[src/rtl/lfucd_pkg.sv]
`timescale 1ns / 1ps
package lfucd_pkg;

    localparam int LINES      = 4;
    localparam int COUNT_BITS = 16;
    localparam int TAG_BITS   = 6;
    localparam int WORD_BITS  = 2;
    localparam int IDX_FIELD  = 2;
    localparam int TOTAL_BITS = 32;
    localparam int LINE_BITS  = (LINES > 1) ? $clog2(LINES) : 1;
    localparam int CMP_BITS   = (COUNT_BITS > TAG_BITS) ? COUNT_BITS : TAG_BITS;

    typedef struct packed {
        logic                  valid;
        logic [TAG_BITS-1:0]   tag;
        logic [COUNT_BITS-1:0] count;
    } line_t;

    typedef struct packed {
        logic                  en;
        logic [LINE_BITS-1:0]  idx;
        logic [TAG_BITS-1:0]   tag;
        logic [COUNT_BITS-1:0] count;
    } line_wr_t;

    // Fit a line number into the two-bit result field: mask or zero-extend.
    function automatic logic [IDX_FIELD-1:0] to_idx_field(input logic [LINE_BITS-1:0] idx);
        logic [IDX_FIELD-1:0] f;
        f = '0;
        for (int i = 0; i < IDX_FIELD; i++)
        begin
            if (i < LINE_BITS)
                f[i] = idx[i];
        end
        return f;
    endfunction

endpackage

[src/rtl/lfu_fully_associative_cache_directory_core.sv]
`timescale 1ns / 1ps
// Tag directory of a fully associative cache with least-frequently-used
// replacement. Each input beat (block_tag, word_offset) is one access; each
// output beat gives hit, line_index, word_index and the running hit and miss
// totals. An external data RAM is addressed with line_index and word_index.
// Both channels are valid/ready. One access is worked at a time: a single
// comparator walks the lines for a tag match (one line a cycle, stopping at
// the first match), and on a miss walks them again for the lowest use count.
// A hit goes from the tag walk straight to the update step; a miss passes
// through the count walk first. in_ready is high only when no access
// is being worked, so the next beat can be taken while the last result still
// sits in the output register. If the receiver stalls, the finished access
// waits in its update step and the directory is left untouched until the
// output register frees. Reset empties every line, clears use counts and
// totals, and leaves the block ready with no output pending.
module lfu_fully_associative_cache_directory_core
    import lfucd_pkg::*;
(
    input  logic                  clk,
    input  logic                  rst_n,
    input  logic                  in_valid,
    output logic                  in_ready,
    input  logic [TAG_BITS-1:0]   block_tag,
    input  logic [WORD_BITS-1:0]  word_offset,
    output logic                  out_valid,
    input  logic                  out_ready,
    output logic                  hit,
    output logic [IDX_FIELD-1:0]  line_index,
    output logic [WORD_BITS-1:0]  word_index,
    output logic [TOTAL_BITS-1:0] hit_total,
    output logic [TOTAL_BITS-1:0] miss_total
);

    localparam logic [1:0] S_IDLE = 2'd0;
    localparam logic [1:0] S_TAG  = 2'd1;
    localparam logic [1:0] S_MIN  = 2'd2;
    localparam logic [1:0] S_UPD  = 2'd3;

    localparam logic [LINE_BITS-1:0] LAST_IDX = LINE_BITS'(LINES - 1);

    logic [1:0]            state_reg, state_next;
    logic [LINE_BITS-1:0]  idx_reg, idx_next;
    logic [LINE_BITS-1:0]  sel_reg, sel_next;
    logic [COUNT_BITS-1:0] least_reg, least_next;
    logic                  found_reg, found_next;
    logic [TAG_BITS-1:0]   tag_reg;
    logic [WORD_BITS-1:0]  word_reg;
    logic [TOTAL_BITS-1:0] hits_reg, hits_next;
    logic [TOTAL_BITS-1:0] misses_reg, misses_next;
    logic                  out_valid_reg, out_valid_next;
    logic                  hit_reg;
    logic [IDX_FIELD-1:0]  line_index_reg;
    logic [WORD_BITS-1:0]  word_index_reg;

    line_t                 rd_line;
    line_wr_t              wr;
    logic [CMP_BITS-1:0]   cmp_a, cmp_b;
    logic                  cmp_eq, cmp_lt;
    logic                  in_beat, upd_go;

    lfucd_line_file u_lines
    (
        .clk     (clk),
        .rst_n   (rst_n),
        .rd_idx  (idx_reg),
        .rd_line (rd_line),
        .wr      (wr)
    );

    // Shared comparator: tags while matching, counts while seeking the victim.
    always_comb
    begin
        if (state_reg == S_MIN)
        begin
            cmp_a = CMP_BITS'(rd_line.count);
            cmp_b = CMP_BITS'(least_reg);
        end
        else
        begin
            cmp_a = CMP_BITS'(rd_line.tag);
            cmp_b = CMP_BITS'(tag_reg);
        end
    end

    assign cmp_eq = (cmp_a == cmp_b);
    assign cmp_lt = (cmp_a < cmp_b);

    assign in_ready = (state_reg == S_IDLE);
    assign in_beat  = in_valid && in_ready;
    assign upd_go   = (state_reg == S_UPD) && (!out_valid_reg || out_ready);

    always_comb
    begin
        state_next     = state_reg;
        idx_next       = idx_reg;
        sel_next       = sel_reg;
        least_next     = least_reg;
        found_next     = found_reg;
        hits_next      = hits_reg;
        misses_next    = misses_reg;
        out_valid_next = out_valid_reg;
        wr             = '0;

        if (out_valid_reg && out_ready)
            out_valid_next = 1'b0;

        unique case (state_reg)
            S_IDLE:
            begin
                if (in_beat)
                begin
                    idx_next   = '0;
                    found_next = 1'b0;
                    state_next = S_TAG;
                end
            end
            S_TAG:
            begin
                if (rd_line.valid && cmp_eq)
                begin
                    found_next = 1'b1;
                    sel_next   = idx_reg;
                    least_next = rd_line.count;
                    state_next = S_UPD;
                end
                else if (idx_reg == LAST_IDX)
                begin
                    idx_next   = '0;
                    state_next = S_MIN;
                end
                else
                begin
                    idx_next = LINE_BITS'(idx_reg + 1'b1);
                end
            end
            S_MIN:
            begin
                // First line seeds the minimum; later ones replace it only when strictly lower.
                if (idx_reg == '0 || cmp_lt)
                begin
                    least_next = rd_line.count;
                    sel_next   = idx_reg;
                end
                if (idx_reg == LAST_IDX)
                    state_next = S_UPD;
                else
                    idx_next = LINE_BITS'(idx_reg + 1'b1);
            end
            S_UPD:
            begin
                if (upd_go)
                begin
                    wr.en  = 1'b1;
                    wr.idx = sel_reg;
                    wr.tag = tag_reg;
                    if (found_reg)
                    begin
                        // Hold the count once saturated.
                        wr.count  = (&least_reg) ? least_reg
                                                 : COUNT_BITS'(least_reg + 1'b1);
                        hits_next = TOTAL_BITS'(hits_reg + 1'b1);
                    end
                    else
                    begin
                        wr.count    = COUNT_BITS'(1);
                        misses_next = TOTAL_BITS'(misses_reg + 1'b1);
                    end
                    out_valid_next = 1'b1;
                    state_next     = S_IDLE;
                end
            end
            default:
            begin
                state_next = S_IDLE;
            end
        endcase
    end

    always_ff @(posedge clk or negedge rst_n)
    begin
        if (!rst_n)
        begin
            state_reg     <= S_IDLE;
            idx_reg       <= '0;
            sel_reg       <= '0;
            least_reg     <= '0;
            found_reg     <= 1'b0;
            hits_reg      <= '0;
            misses_reg    <= '0;
            out_valid_reg <= 1'b0;
        end
        else
        begin
            state_reg     <= state_next;
            idx_reg       <= idx_next;
            sel_reg       <= sel_next;
            least_reg     <= least_next;
            found_reg     <= found_next;
            hits_reg      <= hits_next;
            misses_reg    <= misses_next;
            out_valid_reg <= out_valid_next;
        end
    end

    always_ff @(posedge clk)
    begin
        if (in_beat)
        begin
            tag_reg  <= block_tag;
            word_reg <= word_offset;
        end
        if (upd_go)
        begin
            hit_reg        <= found_reg;
            line_index_reg <= to_idx_field(sel_reg);
            word_index_reg <= word_reg;
        end
    end

    assign out_valid  = out_valid_reg;
    assign hit        = hit_reg;
    assign line_index = line_index_reg;
    assign word_index = word_index_reg;
    assign hit_total  = hits_reg;
    assign miss_total = misses_reg;

    a_start_scan: assert property (@(posedge clk) disable iff (!rst_n)
        in_beat |=> (state_reg == S_TAG) && (idx_reg == '0) && !found_reg)
        else $error("scan did not start from line zero");

    a_one_total_step: assert property (@(posedge clk) disable iff (!rst_n)
        upd_go |=> TOTAL_BITS'(hits_reg + misses_reg)
                   == TOTAL_BITS'($past(hits_reg + misses_reg) + 1'b1))
        else $error("totals did not advance by exactly one");

    a_result_loaded: assert property (@(posedge clk) disable iff (!rst_n)
        upd_go |=> out_valid_reg && (state_reg == S_IDLE))
        else $error("update step did not present a result");

    a_totals_quiet: assert property (@(posedge clk) disable iff (!rst_n)
        !upd_go |=> $stable(hits_reg) && $stable(misses_reg))
        else $error("totals moved outside the update step");

    a_stall_holds_dir: assert property (@(posedge clk) disable iff (!rst_n)
        (state_reg == S_UPD) && out_valid_reg && !out_ready |-> !wr.en)
        else $error("directory written while result stalled");

endmodule

[src/rtl/lfucd_line_file.sv]
`timescale 1ns / 1ps
module lfucd_line_file
    import lfucd_pkg::*;
(
    input  logic                 clk,
    input  logic                 rst_n,
    input  logic [LINE_BITS-1:0] rd_idx,
    output line_t                rd_line,
    input  line_wr_t             wr
);

    line_t lines_reg [LINES];

    always_ff @(posedge clk or negedge rst_n)
    begin
        if (!rst_n)
        begin
            for (int i = 0; i < LINES; i++)
                lines_reg[i] <= '0;
        end
        else if (wr.en)
        begin
            lines_reg[wr.idx] <= '{valid: 1'b1, tag: wr.tag, count: wr.count};
        end
    end

    assign rd_line = lines_reg[rd_idx];

endmodule
[config.mk]
export PLATFORM = sky130hd
export DESIGN_NAME = lfu_fully_associative_cache_directory_core
export DESIGN_NICKNAME = d
export VERILOG_FILES = /design/src/rtl/lfucd_pkg.sv /design/src/rtl/lfu_fully_associative_cache_directory_core.sv /design/src/rtl/lfucd_line_file.sv
export SDC_FILE = /design/constraint.sdc
export NUM_CORES = 1
export LEC_CHECK = 0
export BUFFER_PORTS_ARGS = -buffer_cell sky130_fd_sc_hd__clkbuf_2
export CAP_MARGIN = 10
export CORE_ASPECT_RATIO = 0.9
export CORE_MARGIN = 8
export CORE_UTILIZATION = 25
export CTS_CLUSTER_SIZE = 25
export DETAILED_ROUTE_END_ITERATION = 16
export PLACE_DENSITY_LB_ADDON = 0.05
export SYNTH_ARGS = -nofsm -noshare
export SYNTH_HDL_FRONTEND = slang
export SYNTH_SLANG_ARGS = --single-unit
[constraint.sdc]
create_clock -name clk -period 4.5 [get_ports clk]
set_input_delay 0.45 -clock clk [delete_from_list [all_inputs] [get_ports clk]]
set_output_delay 0.45 -clock clk [all_outputs]
set_load 0.03 [all_outputs]
Word level (Yosys, flattened, before mapping)
Cells that the tools add are included.
{"block": "totals", "wordCells": 104, "output_inout_bits": 71, "input_bits": 12, "ff_bits": 193}
{"block": "classes", "bitwise": 3, "addsub": 4, "eq_ne": 13, "mux": 35, "reduce_logical": 20, "magnitude_cmp": 4}
{"op": "$mux W16", "n": 6}
{"op": "$bwmux W92", "n": 1}
{"op": "$mux W23", "n": 3}
{"op": "$add A32 B1 Y32 const B", "n": 2}
{"op": "$mux W25", "n": 2}
{"op": "$bmux W23 S2", "n": 1}
{"op": "$demux W23 S2", "n": 1}
{"op": "$pmux W16 S2", "n": 1}
{"op": "$mux W2", "n": 11}
{"op": "$add A16 B1 Y16 const B", "n": 1}
{"op": "$eq A16 B16 Y1", "n": 1}
{"op": "$lt A16 B16 Y1", "n": 1}
{"op": "$reduce_and A16 Y1", "n": 1}
{"op": "$reduce_and A3 Y1", "n": 4}
{"op": "$ne A2 B2 Y1 const B", "n": 4}
{"op": "$pmux W2 S4", "n": 1}
{"op": "$reduce_and A4 Y1", "n": 2}
{"op": "$eq A2 B2 Y1 const B", "n": 3}
{"op": "$ge A3 B3 Y1 const B", "n": 2}
{"op": "$ne A2 B1 Y1 const B", "n": 3}
{"op": "$not A2 Y3", "n": 2}
{"op": "$pmux W2 S3", "n": 1}
{"op": "$logic_and A1 B1 Y1", "n": 5}
{"op": "$mux W1", "n": 5}
{"op": "other kinds (12)", "n": 15}

Longest topological paths before layout
{"block": "logic_depth", "ltp_word": 11, "depth_mapped": 14, "depth_no_buf": 10}

Cells and area by module
A second synthesis with hierarchy kept.
{"block": "hier_totals", "cells_unflattened": 713, "area_unflattened_um2": 9287.7}
{"mod": "lfu_fully_associative_cache_directory_core", "area_each_um2": 5346.4, "seq_area_each_um2": 2592.5, "cells_each": 489, "n_inst": 1}
{"mod": "lfucd_line_file", "area_each_um2": 3941.3, "seq_area_each_um2": 2302.2, "cells_each": 224, "n_inst": 1}

Worst setup path after synthesis
OpenSTA, ideal clock, no wires.
{"block": "synth_path", "path_kind": "flip-flop to flip-flop", "start": "reg state_reg[0]", "end": "reg least_reg[10]", "synth_period_minus_slack_ns": 3.922, "path_stages_with_launch": 15, "arrival_ns": 3.797, "slack_ns": 0.578, "t_required_ns": 4.375, "setup_ns": 0.125, "n_path_buf": 4, "path_cell_list": "dfrtp_1 -> inv_1 -> ha_1 -> clkbuf_1 -> clkbuf_1 -> clkbuf_1 -> nand2_1 -> ha_1 -> a21oi_2 -> nand2_1 -> a221o_1 -> or3_4 -> a31oi_4 -> buf_12 -> mux2_4"}
{"block": "synth_via", "elab_chain_len": 6, "elab_cells_between_ends": 13, "cone_classes": "1 x order compare; 5 x eq/ne; 3 x mux; 4 x reduce/logical"}
{"item": "start: declaration", "line_no": "lfu_fully_associative_cache_directory_core.sv:41", "text": "logic [1:0] state_reg, state_next;"}
{"item": "start signal: assignment", "line_no": "lfu_fully_associative_cache_directory_core.sv:194", "text": "state_reg <= state_next;"}
{"item": "$eq A2 B2 Y1", "line_no": "lfu_fully_associative_cache_directory_core.sv:73, lfu_fully_associative_cache_directory_core.sv:107"}
{"item": "$mux W16", "line_no": "lfu_fully_associative_cache_directory_core.sv:73", "text": "if (state_reg == S_MIN)"}
{"item": "$lt A16 B16 Y1 or $eq A16 B16 Y1 (tied branches)", "line_no": "lfu_fully_associative_cache_directory_core.sv:86, lfu_fully_associative_cache_directory_core.sv:85"}
{"item": "$logic_or A1 B1 Y1 or $logic_and A1 B1 Y1 (tied branches)", "line_no": "lfu_fully_associative_cache_directory_core.sv:139, lfu_fully_associative_cache_directory_core.sv:119"}
{"item": "$ne A2 B1 Y1 (no line) or $ne A2 B2 Y1 (tied branches)"}
{"item": "$reduce_and A3 Y1 (no line)"}
{"item": "end signal: assignment", "line_no": "lfu_fully_associative_cache_directory_core.sv:197", "text": "least_reg <= least_next;"}
{"item": "end: declaration", "line_no": "lfu_fully_associative_cache_directory_core.sv:44", "text": "logic [COUNT_BITS-1:0] least_reg, least_next;"}
Parallel ways exist; a longest one is shown, timed or not.
A chain may end at the register's enable or synchronous reset.

Worst setup path after layout
{"block": "layout_path", "start": "reg state_reg[0]", "end": "reg least_reg[15]"}
The elaborated chain is that of the path after synthesis.

==> results_dict.tcl <==
set metrics [dict create \
    outcome "complete, no violations" \
    antenna_cells 0 \
    max_slew_margin_pct 30.2 \
    grt_max_degree 92 \
    timing.final.crit_share_pct 88.8 \
    yosys_register_bits 193 \
    slowest_delay_ps 510 \
    dp_slack_ps 448 \
    antenna_left 0 \
    rsz0062_at_grt "false" \
    crit_chain "inv_1 -> ha_1 -> buf_4 -> mux2_2 -> ha_1 -> nor2b_1 -> o211ai_1 -> a2111oi_0 -> or3_4 -> a31oi_4 -> buf_12 -> mux2_2" \
    syn_inst 773 \
    routed_wl_um 24700 \
    numCtsBuffers 17 \
    finalSetupTns_ps 0 \
    synth_area_per_cell_um2 11.9 \
    critical_path.top_delay_family "adder cells" \
    num_vias 6206 \
    grt_use_total_pct 11.9 \
    cts_root_buffer "clkbuf_16" \
    r2r-start "state_reg[0]" \
    holdWs_ps 82.3 \
    core_mm2 0.0362 \
    syn_nets 810 \
    synth_top_area_share_pct 49.1 \
    first_global_vias 6575 \
    grt_pass1_wl_um 39400 \
    drv_cap 0 \
    detail_route.vias_per_cell 4.60 \
    reg2reg_depth 12 \
    layout.nets 896 \
    cts_hold_buf 0 \
    setup_ws_ps 502 \
    cp.required_ps 4830 \
    layout-drive-gt1-share_pct 25.2 \
    clkSinkCount 193 \
    yosys-top-cells-area "dfrtp_1 (49%), mux2_2 (6.3%), mux4_2 (5.6%)" \
    hp-class "in -> async" \
    port_buffers 82 \
    startpoint_type "flop" \
    dr.pass1.iters 4 \
    syn_to_final_growth_pct 18.1 \
    yosys-top-cells-count "dfrtp_1 (180), nand2_1 (117), xnor2_1 (54), mux2_2 (51), o21ai_0 (32)" \
    drc 0 \
    netlist_area_mm2 0.00918 \
    cts_resized 0 \
    die_x_um 218 \
    finalSetupViolations 0 \
    ioPinCount 83 \
    cp-end-kind "flop" \
    drt_iter0_markers 393 \
    fp.dieH_um 198 \
    crit_slowest_cell "ha_1" \
    path_buf_inv 3 \
    synthArstFlopShare_pct 93.3 \
    powerDensity_mw_per_mm2 502 \
    r2r_slack_ps 500 \
    yosysMostFrequentCell "dfrtp_1" \
    fin_skew_ps 9.43 \
    ys_warn_count 0 \
    ir_drop_mv 0.250 \
    fin_crit_ps 4000 \
    clkLatencyLatePin_ps 440 \
    fmax_mhz 250 \
    cp.depth 12 \
    clk_pin_slew_ps 70 \
    synth_edf_count 13 \
    dieArea_mm2 0.0431 \
    hold_viol 0 \
    rr_endpoint "least_reg[15]" \
    utilization_pct 30.0 \
    fp-row-count 66 \
    cts_setup_buffers 0 \
    cp.arrival_ps 4330 \
    clockBufferDepth 2 \
    place_area_mm2 0.0102 \
    yosysSeqAreaShare_pct 53.3 \
    grt_antenna_before_repair 0 \
    largest_reg_flops 92 \
    hpwl_um 17700 \
    synth_cell_types 51 \
    p_leak_nw 4.87 \
    grt.overflow.total 0 \
    place_congestion 0.811 \
    start_util_pct 25.4 \
    tightest_slew_ps 1040 \
    critPathKind "reg -> reg" \
    worstPathMaxFanout 27 \
    synth-main-ff-cell "dfrtp_1" \
    yosys.area.top_type "dfrtp_1" \
    htree_levels 4 \
    routedWlPerCell_um 18.3 \
    final_area_mm2 0.0108 \
    cts_tree "done" \
    slew_viol_final 0 \
]
## layer usage
metal / track usage (%) / share of wire [%] / vias up
li1: - / - / 2927
met1: 15.6 / 47 / 3163
met2: 19.3 / 48 / 95
met3: 2.59 / 3.2 / 21
met4: 3.65 / 1.4 / 0
met5: 0 / 0 / -
## power by group
| part | switching [mW] | leakage (nW) | internal (mW) |
|---|---|---|---|
| Sequential | 0.194 | 2.57 | 1.99 |
| Combinational | 0.967 | 2.00 | 0.680 |
| Clock | 0.710 | 0.298 | 0.903 |
## worst max-delay path by stage
stage                 start       endpoint  slack (ps)
2_1_floorplan  state_reg[0]  least_reg[10]         580
3_5_place_dp   state_reg[0]  least_reg[14]         450
5_1_grt        state_reg[0]  least_reg[14]         250
4_1_cts        state_reg[0]  least_reg[15]         420
6_report       state_reg[0]  least_reg[15]         500
3_3_place_gp   state_reg[0]  least_reg[14]         570
## area by class of cell
type | count | area, um^2
clock buffers | 22 | 495
clock inverters | 10 | 124
fillers | 3703 | 25300
inverters | 16 | 60.1
multi-input cells | 534 | 4100
flip-flops and latches | 193 | 4890
well taps | 476 | 596
repair buffers | 97 | 579
## placed cells by master (no fill, tap or decap), drive strengths merged, types with 12 or more instances in the layout
cell	netlist	routed
mux2	61	61
inv	15	16
o31ai	21	21
dfrtp	180	180
ha	25	25
nand4	26	26
xnor2	54	54
nor2	27	27
xor2	17	17
and3	17	17
edfxtp	13	13
nand3	29	29
clkbuf	21	103
mux4	23	23
and2	12	12
buf	9	16
nand2	117	117
o21ai	33	33
## stage by stage
| stage | total power, mW | instances |
|---|---|---|
| floorplan | 3.31 | 773 |
| global placement | 3.88 | 1316 |
| detailed placement | 3.91 | 1316 |
| CTS | 5.57 | 1348 |
| global route | 5.79 | 1348 |
| finish | 5.44 | 1348 |
## logic make-up after synthesis
group                      Yosys count  synth area share, %
AOI/OAI and AO/OA                   81                 5.94
xor gates and xnor gates            71                 6.77
adders and majority gates           25                 3.41
buffers and inverters               46                 2.14
DFF                                193                 53.3
muxes                               92                 14.4
and+or+nand+nor                    265                 14.0
Power figures use the tool's default switching activity.
